==> src/hdl/fra_pkg.sv <==
`timescale 1ns / 1ps
// ----------------------------------------------------------------------------
// Fragment reassembler package
// Shared sizes, codes and the item, result and store request types.
// ----------------------------------------------------------------------------
package fra_pkg;

	// Byte store size and derived widths
	localparam int STORE_BYTES = 4096;
	localparam int ADDR_W      = $clog2(STORE_BYTES);
	localparam int LEN_W       = 13;
	localparam int HDR_BYTES   = 3;
	localparam int ELAPSED_W   = 17;
	localparam int TIMEOUT_W   = 16;

	localparam logic [TIMEOUT_W-1:0] TIMEOUT_RESET = 16'd5000;

	// Kind of an input item
	typedef enum logic [1:0] {
		MODE_BYTE  = 2'd0,
		MODE_TICK  = 2'd1,
		MODE_DRAIN = 2'd2
	} mode_t;

	// Result status codes
	typedef enum logic [2:0] {
		ST_NONE        = 3'd0,
		ST_NOT_HANDLED = 3'd1,
		ST_DUPLICATE   = 3'd2,
		ST_OUT_OF_ORD  = 3'd3,
		ST_OVERFLOW    = 3'd4,
		ST_STORED      = 3'd5,
		ST_COMPLETE    = 3'd6,
		ST_TIMEOUT     = 3'd7
	} status_t;

	// One input item
	typedef struct packed {
		mode_t      mode;
		logic [7:0] data_byte;
		logic       eop;
		logic       known;
	} item_t;

	// One result item, less the store read data
	typedef struct packed {
		status_t          status;
		logic             handled;
		logic [LEN_W-1:0] msg_len;
		logic             rd_valid;
		logic             rd_last;
	} result_t;

	// Store access for one item
	typedef struct packed {
		logic              en;
		logic              we;
		logic [ADDR_W-1:0] addr;
		logic [7:0]        wdata;
	} ram_req_t;

endpackage

==> src/hdl/fra_core.sv <==
`timescale 1ns / 1ps
// ----------------------------------------------------------------------------
// Fragment reassembler core
// Reassembly state and the per-item update: header capture, tentative store
// writes, packet judgement, timer and drain.
// ----------------------------------------------------------------------------
module fra_core (
	input  logic                               clk,
	input  logic                               arst_n,
	input  logic                               fire,
	input  fra_pkg::item_t                     item,
	input  logic [fra_pkg::TIMEOUT_W-1:0]      timeout,
	output fra_pkg::result_t                   res,
	output fra_pkg::ram_req_t                  ram_req
);

	localparam int EXT_W = fra_pkg::LEN_W + 1;
	localparam logic [EXT_W-1:0] STORE_EXT = EXT_W'(fra_pkg::STORE_BYTES);
	localparam logic [fra_pkg::ELAPSED_W-1:0] ELAPSED_MAX = '1;
	localparam logic [7:0] HDR_COUNT = 8'(fra_pkg::HDR_BYTES);
	localparam logic [7:0] CNT_MAX   = 8'd255;

	// Reserved first bytes
	localparam logic [7:0] SIG_A = 8'h91;
	localparam logic [7:0] SIG_B = 8'h81;
	localparam logic [7:0] SIG_C = 8'h80;
	localparam logic [7:0] SIG_D = 8'h57;

	typedef logic [7:0] hdr_t [fra_pkg::HDR_BYTES];

	// Header is usable when the first byte is not reserved and index < total.
	function automatic logic hdr_ok(input logic [7:0] b0, input logic [7:0] b1,
			input logic [7:0] b2);
		logic reserved;
		reserved = (b0 == SIG_A) || (b0 == SIG_B) || (b0 == SIG_C) || (b0 == SIG_D);
		return !reserved && (b2 != 8'd0) && (b1 < b2);
	endfunction

	logic [7:0]                   cur_id_q, done_id_q, frags_q, cnt_q;
	logic [fra_pkg::LEN_W-1:0]    alen_q, ready_q, rptr_q;
	logic                         run_q;
	logic [fra_pkg::ELAPSED_W-1:0] elapsed_q;
	hdr_t                         hdr_q;

	logic [7:0]                   cur_id_n, done_id_n, frags_n, cnt_n;
	logic [fra_pkg::LEN_W-1:0]    alen_n, ready_n, rptr_n;
	logic                         run_n;
	logic [fra_pkg::ELAPSED_W-1:0] elapsed_n;
	hdr_t                         hdr_n;

	logic                         abort;
	logic                         fresh_w, fresh_e;
	logic [EXT_W-1:0]             wr_addr, new_size;
	logic [fra_pkg::LEN_W-1:0]    alen_eff, rptr_inc;
	logic [7:0]                   frags_eff, frags_inc, payload;
	logic [fra_pkg::ELAPSED_W-1:0] elapsed_inc;

	// Per-item next state and result
	always_comb begin
		cur_id_n    = cur_id_q;
		done_id_n   = done_id_q;
		frags_n     = frags_q;
		cnt_n       = cnt_q;
		alen_n      = alen_q;
		ready_n     = ready_q;
		rptr_n      = rptr_q;
		run_n       = run_q;
		elapsed_n   = elapsed_q;
		hdr_n       = hdr_q;
		abort       = 1'b0;
		res         = '0;
		ram_req     = '0;
		fresh_w     = (hdr_q[0] != cur_id_q);
		fresh_e     = 1'b0;
		wr_addr     = '0;
		new_size    = '0;
		alen_eff    = '0;
		frags_eff   = '0;
		frags_inc   = '0;
		payload     = '0;
		elapsed_inc = '0;
		rptr_inc    = '0;

		case (item.mode)
			fra_pkg::MODE_BYTE: begin
				// Header capture or tentative payload write
				if (cnt_q != CNT_MAX) begin
					if (cnt_q < HDR_COUNT) begin
						hdr_n[cnt_q[1:0]] = item.data_byte;
					end else if (hdr_ok(hdr_q[0], hdr_q[1], hdr_q[2]) &&
							hdr_q[0] != done_id_q &&
							hdr_q[1] == (fresh_w ? 8'd0 : frags_q)) begin
						wr_addr = EXT_W'(fresh_w ? '0 : alen_q) +
							EXT_W'(cnt_q - HDR_COUNT);
						if (wr_addr < STORE_EXT) begin
							ram_req.en    = 1'b1;
							ram_req.we    = 1'b1;
							ram_req.addr  = wr_addr[fra_pkg::ADDR_W-1:0];
							ram_req.wdata = item.data_byte;
							ready_n       = '0;
							rptr_n        = '0;
						end
					end
					cnt_n = cnt_q + 8'd1;
				end

				// Judgement at the end of the packet
				if (item.eop) begin
					if (!item.known || cnt_n < HDR_COUNT ||
							!hdr_ok(hdr_n[0], hdr_n[1], hdr_n[2])) begin
						res.status = fra_pkg::ST_NOT_HANDLED;
					end else if (hdr_n[0] == done_id_q) begin
						if (hdr_n[0] == cur_id_q && frags_q != 8'd0) begin
							abort = 1'b1;
						end
						res.status = fra_pkg::ST_DUPLICATE;
					end else begin
						fresh_e   = (hdr_n[0] != cur_id_q);
						frags_eff = fresh_e ? 8'd0 : frags_q;
						alen_eff  = fresh_e ? '0 : alen_q;
						if (fresh_e) begin
							cur_id_n  = hdr_n[0];
							run_n     = 1'b1;
							elapsed_n = '0;
							frags_n   = '0;
							alen_n    = '0;
						end
						payload  = cnt_n - HDR_COUNT;
						new_size = EXT_W'(alen_eff) + EXT_W'(payload);
						frags_inc = frags_eff + 8'd1;
						if (hdr_n[1] != frags_eff) begin
							abort      = 1'b1;
							res.status = fra_pkg::ST_OUT_OF_ORD;
						end else if (new_size > STORE_EXT) begin
							abort      = 1'b1;
							res.status = fra_pkg::ST_OVERFLOW;
						end else if (frags_inc >= hdr_n[2]) begin
							done_id_n   = hdr_n[0];
							ready_n     = new_size[fra_pkg::LEN_W-1:0];
							rptr_n      = '0;
							res.msg_len = new_size[fra_pkg::LEN_W-1:0];
							abort       = 1'b1;
							res.status  = fra_pkg::ST_COMPLETE;
						end else begin
							alen_n     = new_size[fra_pkg::LEN_W-1:0];
							frags_n    = frags_inc;
							res.status = fra_pkg::ST_STORED;
						end
					end
					res.handled = (res.status >= fra_pkg::ST_DUPLICATE) &&
						(res.status <= fra_pkg::ST_COMPLETE);
					cnt_n = '0;
				end
			end

			fra_pkg::MODE_TICK: begin
				// Saturating tick count against the timeout
				if (run_q && frags_q != 8'd0) begin
					elapsed_inc = (elapsed_q != ELAPSED_MAX) ?
						elapsed_q + 1'b1 : elapsed_q;
					if (elapsed_inc > fra_pkg::ELAPSED_W'(timeout)) begin
						abort      = 1'b1;
						res.status = fra_pkg::ST_TIMEOUT;
					end else begin
						elapsed_n = elapsed_inc;
					end
				end
			end

			fra_pkg::MODE_DRAIN: begin
				// Read the next message byte from the store
				if (rptr_q < ready_q &&
						EXT_W'(rptr_q) < STORE_EXT) begin
					ram_req.en   = 1'b1;
					ram_req.addr = rptr_q[fra_pkg::ADDR_W-1:0];
					res.rd_valid = 1'b1;
					rptr_inc     = rptr_q + 1'b1;
					if (rptr_inc >= ready_q) begin
						res.rd_last = 1'b1;
						ready_n     = '0;
						rptr_n      = '0;
					end else begin
						rptr_n = rptr_inc;
					end
				end
			end

			default: begin
			end
		endcase

		// Abort of a partial message overrides the updates above.
		if (abort) begin
			frags_n   = '0;
			alen_n    = '0;
			run_n     = 1'b0;
			elapsed_n = '0;
		end
	end

	// State registers
	always_ff @(posedge clk or negedge arst_n) begin
		if (!arst_n) begin
			cur_id_q  <= '0;
			done_id_q <= '0;
			frags_q   <= '0;
			cnt_q     <= '0;
			alen_q    <= '0;
			ready_q   <= '0;
			rptr_q    <= '0;
			run_q     <= 1'b0;
			elapsed_q <= '0;
			hdr_q     <= '{default: 8'd0};
		end else if (fire) begin
			cur_id_q  <= cur_id_n;
			done_id_q <= done_id_n;
			frags_q   <= frags_n;
			cnt_q     <= cnt_n;
			alen_q    <= alen_n;
			ready_q   <= ready_n;
			rptr_q    <= rptr_n;
			run_q     <= run_n;
			elapsed_q <= elapsed_n;
			hdr_q     <= hdr_n;
		end
	end

endmodule

==> config.mk <==
export PLATFORM = sky130hd
export DESIGN_NAME = fra_core
export DESIGN_NICKNAME = d
export VERILOG_FILES = /design/src/hdl/fra_pkg.sv /design/src/hdl/fra_core.sv
export SDC_FILE = /design/constraint.sdc
export NUM_CORES = 1
export LEC_CHECK = 0
export BUFFER_PORTS_ARGS = -buffer_cell sky130_fd_sc_hd__buf_2
export CAP_MARGIN = 20
export CORE_MARGIN = 2
export CORE_UTILIZATION = 40
export CTS_CLUSTER_DIAMETER = 120
export DETAILED_ROUTE_END_ITERATION = 10
export MAX_ROUTING_LAYER = met4
export PLACE_DENSITY = 0.66
export SYNTH_ARGS = -nofsm -noshare
export SYNTH_HDL_FRONTEND = slang
export SYNTH_SLANG_ARGS = --single-unit
==> constraint.sdc <==
create_clock -name clk -period 7.1 [get_ports clk]
set_input_delay 0.71 -clock clk [delete_from_list [all_inputs] [get_ports clk]]
set_output_delay 0.71 -clock clk [all_outputs]
set_load 0.01 [all_outputs]
==> results.py, run 1 <==
metrics = {
    "run_status": {
        "status": "complete, no violations",
    },
    "cells_and_area": {
        "diodes": 0,
        "fin_nets": 1439,
        "utilization_pct": 45.08,
        "final_area_um2": 11650,
        "syn_to_final_growth_pct": 11.35,
        "layout-drive-gt1-share_pct": 11.69,
    },
    "global_routing": {
        "grt_pass1_wl_um": 49450,
        "grt-ovfl-total": 0,
        "antenna_found_initial": 0,
        "grt.total_usage_pct": 22.58,
        "grt_max_degree": 64,
        "grt_pass1_vias": 9389,
    },
    "power": {
        "leakagePower_nw": 5.544,
        "cellPowerDensity_nw_per_um2": 263.9,
        "worst_ir_drop_vdd_v": 0.0002028,
    },
    "die": {
        "start_util_pct": 40.48,
        "core_um2": 25840,
        "io-pin-count": 72,
        "num_rows": 59,
        "die_h_um": 165.7,
        "fp.dieArea_um2": 27460,
        "die_w_um": 165.7,
    },
    "detailed_routing": {
        "post_drt_wl_per_cell_um": 18.07,
        "totalWireLength_um": 30010,
        "vias": 9622,
        "first_pass_iters": 5,
        "detail-route-antenna-nets": 0,
        "drc": 0,
        "via_per_inst": 5.793,
        "drt_iter0_drc": 737,
    },
    "critical_path": {
        "critPathRequiredTime_ns": 6.39,
        "crit_type": "flop to primary output",
        "worstPathArrival_ns": 6.02,
        "critPathMaxFanout": 24,
        "cp_cell_sequence": "a2111o_1 -> nor3_4 -> and4_1 -> o211a_1 -> buf_4 -> and2_1 -> ha_1 -> or3_1 -> a21oi_1 -> a31oi_1 -> or4b_2 -> o211ai_1 -> a41o_1 -> and2_1 -> and4b_1 -> nand2_2 -> nor2_1 -> buf_2",
        "slowest_delay_ns": 0.71,
        "endpoint_kind": "primary output",
        "startpoint_type": "flop",
        "critical_path.slowest_cell": "a2111o_1",
        "crit_top_cell": "and2_1",
    },
    "logic_synthesis": {
        "syn_avg_cell_area_um2": 8.171,
        "synthArstFlopShare_pct": 100.0,
        "synth_top_area_share_pct": 27.04,
        "netlist_area_um2": 10460,
        "synth_ff_type": "dfrtp_1",
        "synth_cells": 1280,
        "synth-edff-count": 0,
        "synthTopCellsByArea": "dfrtp_1, ha_1, xnor2_1",
        "yosysWarnings": 0,
        "synth.ff_latch_count": 113,
        "synth_nets": 1406,
        "yosysTopAreaCell": "dfrtp_1",
        "synth_cell_type_count": 84,
        "ys_seq_area_share_pct": 27.04,
    },
    "job": {
        "max-cap-violations": 0,
    },
    "worst_hold_path": {
        "hp-class": "input pin to asynchronous set/reset pin",
    },
    "clock_tree": {
        "cts_hold_buffers": 0,
        "clkTransAtPathRegs_ns": 0.06,
        "cts.path.max_buffers": 2,
        "root_buffer": "clkbuf_16",
        "clock-sinks": 113,
        "clock_latency_ns": 0.43,
        "cts_tree": "built",
        "cts_buffers": 17,
        "cts_max_level": 4,
    },
    "sta": {
        "tightest_slew_ns": 1.113,
        "setup_viol": 0,
        "rsz0062_at_grt": "false",
        "min_period_over_period_pct": 94.81,
        "setup_tns_ns": 0,
        "fin_ws_ns": 0.3688,
        "final-max-slew-violation-count": 0,
        "period_needed_ns": 6.731,
        "hold_slack_ns": 0.3937,
        "clock.fmax_mhz": 148.6,
        "max_slew_margin_pct": 25.52,
        "timing_hold_violations_final": 0,
        "clock_skew_ns": 0.01869,
    },
    "placed_design": {
        "portBuffers": 71,
        "dp_worst_setup_slack_ns": 0.5185,
        "place_congestion": 0.8977,
        "placed_cell_area_um2": 11030,
        "hpwl_um": 22420,
    },
}
final timing paths:
path | slack (ns) | start | cells after the start | to
worst min-delay path | 0.39 | arst_n | 1 | hdr_q[0]
min in group clk | 0.49 | ready_q[9] | 1 | ready_q[9]
worst min register to register | 0.49 | ready_q[9] | 1 | ready_q[9]
worst max-delay path | 0.37 | cnt_q[2] | 18 | res[11]
max in group asynchronous | 5.48 | arst_n | 2 | alen_q[3]
worst max register to register | 0.83 | cnt_q[2] | 15 | elapsed_q[14]
stage by stage:
stage	instances	power (mW)
3_3_place_gp	1626	2.163
6_report	1661	3.074
5_1_grt	1661	3.277
4_1_cts	1658	3.066
2_1_floorplan	1280	1.830
3_5_place_dp	1626	2.192
cell usage in the layout, fill, tap and decap left out, drive strengths merged, types with 5 or more instances in the layout:
cell and n:
buf 89, a22o 18, xnor2 54, nor2 97, o21ai 87, nand4 22, nand2 120, nor4 17
and4 10, a31oi 13, o211ai 6, dfrtp 113, nor3 24, o21a 22, a21oi 55, mux2i 23
o2111ai 5, o31ai 13, or3 5, nor2b 13, clkinv 5, ha 93, clkbuf 18, inv 94
mux2 12, a21o 25, nand2b 21, or2 5, a221o 6, o2bb2ai 13, a211oi 8, xor2 33
nand3 47, and3 25, and2 28, a2111oi 11
report_power, final:
| group | internal [mW] | switching (mW) | total [mW] | leakage [nW] |
|---|---|---|---|---|
| clock | 0.520 | 0.343 | 0.863 | 0.274 |
| combinational | 0.526 | 0.782 | 1.31 | 3.74 |
| sequential | 0.746 | 0.157 | 0.903 | 1.53 |
synth_stat cells, drive strengths merged, types with 18 or more instances:
master,n
nor3,24
xor2,33
mux2i,23
nand2,120
nand3,47
dfrtp,113
a21oi,55
and3,25
and2,28
a21o,25
o21a,22
o21ai,87
xnor2,54
inv,91
nand2b,21
a22o,18
nor2,97
nand4,22
clkbuf,59
ha,93
state kept, by name, summed over array words and instances (netlist names):
register,flops
hdr_q,24
elapsed_q,17
alen_q,13
ready_q,13
rptr_q,13
cnt_q,8
cur_id_q,8
done_id_q,8
frags_q,8
run_q,1
final cells by class:
cell class,count,area (µm²)
inverters,91,341.6
fillers,2549,14190
flip-flops and latches,113,2829
multi-input cells,1001,6978
clock inverters,14,156.4
clock buffers,18,429.2
well taps,335,419.2
repair buffers,89,493.0
worst max-delay path, delay by kind of cell (launching register included):
| kind | cells | cell delay [ns] |
|---|---|---|
| fa+ha+maj | 1 | 0.27 |
| flops | 1 | 0.55 |
| simple gates | 9 | 2.69 |
| buf+inv | 2 | 0.49 |
| compound gates | 6 | 1.59 |
timing repair:
| action | CTS | global route |
|---|---|---|
| setup buffers | 0 | 2 |
| resized for setup | 0 | 3 |
| setup endpoints to repair | 0 | 24 |
routing by layer:
metal,global-route usage (%),wire length (µm),share of wire [%],vias up
li1,-,-,-,4687
met1,30.25,13960,47,4593
met2,35.87,13890,46,299
met3,3.178,1622,5.4,43
met4,6.125,534,1.8,0
met5,-,0,0,-
cell families after synthesis:
logic type	after synthesis	synth area share (%)
and+or+nand+nor	453	22.10
AOI/OAI and AO/OA	331	22.20
buffers and inverters	166	6.376
DFF	113	27.04
adders and majority gates	95	11.51
xor gates and xnor gates	87	7.286
muxes	35	3.493
No activity file was read; power rests on OpenSTA's default activity.
==> inputs of run 2 (changes only) <==
--- a/config.mk
+++ b/config.mk
@@ -7,12 +7,13 @@
 export LEC_CHECK = 0
 export BUFFER_PORTS_ARGS = -buffer_cell sky130_fd_sc_hd__buf_2
 export CAP_MARGIN = 20
-export CORE_MARGIN = 2
+export CORE_MARGIN = 10
 export CORE_UTILIZATION = 40
 export CTS_CLUSTER_DIAMETER = 120
 export DETAILED_ROUTE_END_ITERATION = 10
 export MAX_ROUTING_LAYER = met4
 export PLACE_DENSITY = 0.66
+export RECOVER_POWER = 50
 export SYNTH_ARGS = -nofsm -noshare
 export SYNTH_HDL_FRONTEND = slang
 export SYNTH_SLANG_ARGS = --single-unit
==> run 2 against run 1 <==
Compared with the run above: cell area decreased by 0.42%; critical path type unchanged; combinational power about the same; routed wire length is 4.2% higher; the flow now finishes with violations (max-capacitance violations, max-slew violations); flip-flop and latch count did not move; non-clock buffer count fell by 3; worst hold slack better by 0.099 ns; largest power group unchanged; count of clock-buffer cells in the layout is 2 higher; sequential power increased by 0.7%; critical path depth increased by 4.
==> results.py, run 2 (synthesis results as in run 1) <==
metrics = {
    "die": {
        "fp.dieArea_um2": 33010,
        "die_w_um": 181.7,
        "io-pin-count": 72,
        "num_rows": 59,
        "start_util_pct": 40.36,
        "core_um2": 25910,
        "die_h_um": 181.7,
    },
    "placed_design": {
        "placedCellCount": 1624,
        "place_congestion": 0.9288,
        "portBuffers": 71,
        "hpwl_um": 23590,
        "placed_cell_area_um2": 11020,
    },
    "cells_and_area": {
        "multi_input_area_um2": 6988,
        "layout-drive-gt1-share_pct": 11.34,
        "stdcell_count": 1658,
        "diodes": 0,
        "n_fill_cell": 2599,
        "ff_latch_area_um2": 2829,
        "layout_commonest_cell": "nand2_1",
        "fin_nets": 1436,
        "final_area_um2": 11600,
        "syn_to_final_growth_pct": 10.89,
        "layout_common_cells": "nand2_1, dfrtp_1, nor2_1",
        "largest_reg_flops": 24,
        "regMostFlops": "hdr_q",
        "largestRegisters": "hdr_q: 24 flops, elapsed_q: 17 flops",
    },
    "clock_tree": {
        "cts_hold_buffers": 0,
        "clock_latency_ns": 0.42,
        "cts.path.max_buffers": 2,
        "clock-sinks": 113,
        "cts_setup_buffers": 0,
        "cts_max_level": 4,
        "clkTransAtPathRegs_ns": 0.06,
        "root_buffer": "clkbuf_16",
        "cts_tree": "built",
        "cts_buffers": 17,
        "post_cts_resized": 1,
    },
    "critical_path": {
        "critical_path.slowest_cell": "or4b_2",
        "worstPathArrival_ns": 6.04,
        "crit_type": "flop to primary output",
        "r2r_setup_slack_ns": 0.78,
        "cp_cell_sequence": "inv_1 -> ha_1 -> inv_1 -> nor3_4 -> buf_4 -> and4_1 -> o211a_1 -> and2_1 -> ha_1 -> inv_1 -> fa_1 -> nor2b_1 -> o31ai_1 -> a21o_1 -> or4b_2 -> o211ai_1 -> a41o_1 -> and2_1 -> and4b_1 -> nand2_2 -> nor2_1 -> buf_2",
        "crit_top_cell": "inv_1",
        "slowest_delay_ns": 0.68,
        "critPathMaxFanout": 13,
        "critPathRequiredTime_ns": 6.39,
        "startpoint_type": "flop",
        "r2r_cells": 20,
        "reg2reg_from": "cnt_q[0]",
        "r2r-end": "alen_q[11]",
        "endpoint_kind": "primary output",
    },
    "global_routing": {
        "grt.total_usage_pct": 18.86,
        "grt_pass1_vias": 9359,
        "grt_max_degree": 59,
        "antenna_found_initial": 0,
        "grt-ovfl-total": 0,
        "grt_pass1_wl_um": 50020,
    },
    "sta": {
        "min_period_over_period_pct": 95.07,
        "clock.fmax_mhz": 148.1,
        "clock_skew_ns": 0.01094,
        "tightest_slew_ns": 3.212,
        "timing_hold_violations_final": 0,
        "setup_viol": 0,
        "final-max-slew-violation-count": 175,
        "hold_slack_ns": 0.4932,
        "setup_tns_ns": 0,
        "max_slew_margin_pct": -114.1,
        "rsz0062_at_grt": "false",
        "period_needed_ns": 6.750,
    },
    "run_status": {
        "status": "finished with violations",
        "violations": "max-capacitance violations, max-slew violations",
    },
    "detailed_routing": {
        "first_pass_iters": 5,
        "drc": 0,
        "detail-route-antenna-nets": 0,
        "drt_iter0_drc": 856,
        "via_per_inst": 5.840,
        "vias": 9682,
        "totalWireLength_um": 31260,
        "post_drt_wl_per_cell_um": 18.85,
    },
    "job": {
        "max-cap-violations": 3,
    },
    "worst_hold_path": {
        "min_path_cells": 1,
        "holdCritStartpoint": "ready_q[9]",
        "hp-class": "flop to flop",
        "hold_end": "ready_q[9]",
    },
    "power": {
        "cellPowerDensity_nw_per_um2": 262.3,
        "worst_ir_drop_vdd_v": 0.0001670,
        "leakagePower_nw": 5.514,
    },
}
==> run 2: cell types whose count changed in the layout (fill, tap and decap cells not counted), sizes merged <==
cell | before | now
buf | 89 | 83
clkbuf | 18 | 23
bufinv | 2 | 1
inv | 94 | 93
==> run 2: how the worst max path moves through the flow <==
stage	from	endpoint	slack (ns)	cells after the start
6_report	cnt_q[0]	res[13]	0.35	22
5_1_grt	cnt_q[0]	res[12]	0.02	21
4_1_cts	cnt_q[0]	res[14]	0.04	22
3_5_place_dp	cnt_q[0]	res[14]	0.48	22
3_3_place_gp	cnt_q[0]	res[8]	0.74	22
2_1_floorplan	cnt_q[0]	res[12]	0.91	26
==> run 2: metal layers <==
metal	global-route usage, %	routed length (µm)	up-vias
met4	6.215	739	0
met3	2.823	1751	63
li1	-	-	4670
met5	-	0	-
met1	24.89	14600	4635
met2	29.03	14170	314
==> run 2: worst max-delay path: cells and delay by family, from the launching register on <==
family | cells | cell delay, ns
and+or+nand+nor | 9 | 2.48
DFF | 1 | 0.50
AOI/OAI and AO/OA | 5 | 0.91
adders and majority gates | 3 | 0.91
buffers and inverters | 5 | 0.83
==> run 2: final cells by class <==
| class | instances | area share (%) |
|---|---|---|
| clock inverter | 12 | 0.9494 |
| timing repair buffer | 86 | 3.992 |
| tap | 335 | 3.614 |
| clock buffer | 20 | 3.852 |
| sequential | 113 | 24.39 |
| multi-input combinational | 1001 | 60.25 |
| inverter | 91 | 2.945 |
==> run 2: per-stage QoR <==
step | total power, mW | utilization, % | worst slack [ns]
final | 3.042 | 44.76 | 0.3499
after floorplan | 1.830 | - | 0.9109
after global routing | 3.251 | 44.76 | 0.02330
after detailed placement | 2.201 | 42.52 | 0.4835
after CTS | 3.036 | 44.69 | 0.04175
after global placement | 2.174 | 42.52 | 0.7424
==> run 2: report_power, final <==
part / internal, mW / switching, mW / total, mW / leakage (nW)
Combinational: 0.524 / 0.788 / 1.31 / 3.72
Sequential: 0.746 / 0.163 / 0.909 / 1.53
Clock: 0.491 / 0.330 / 0.821 / 0.263
Total: 1.76 / 1.28 / 3.04 / 5.51
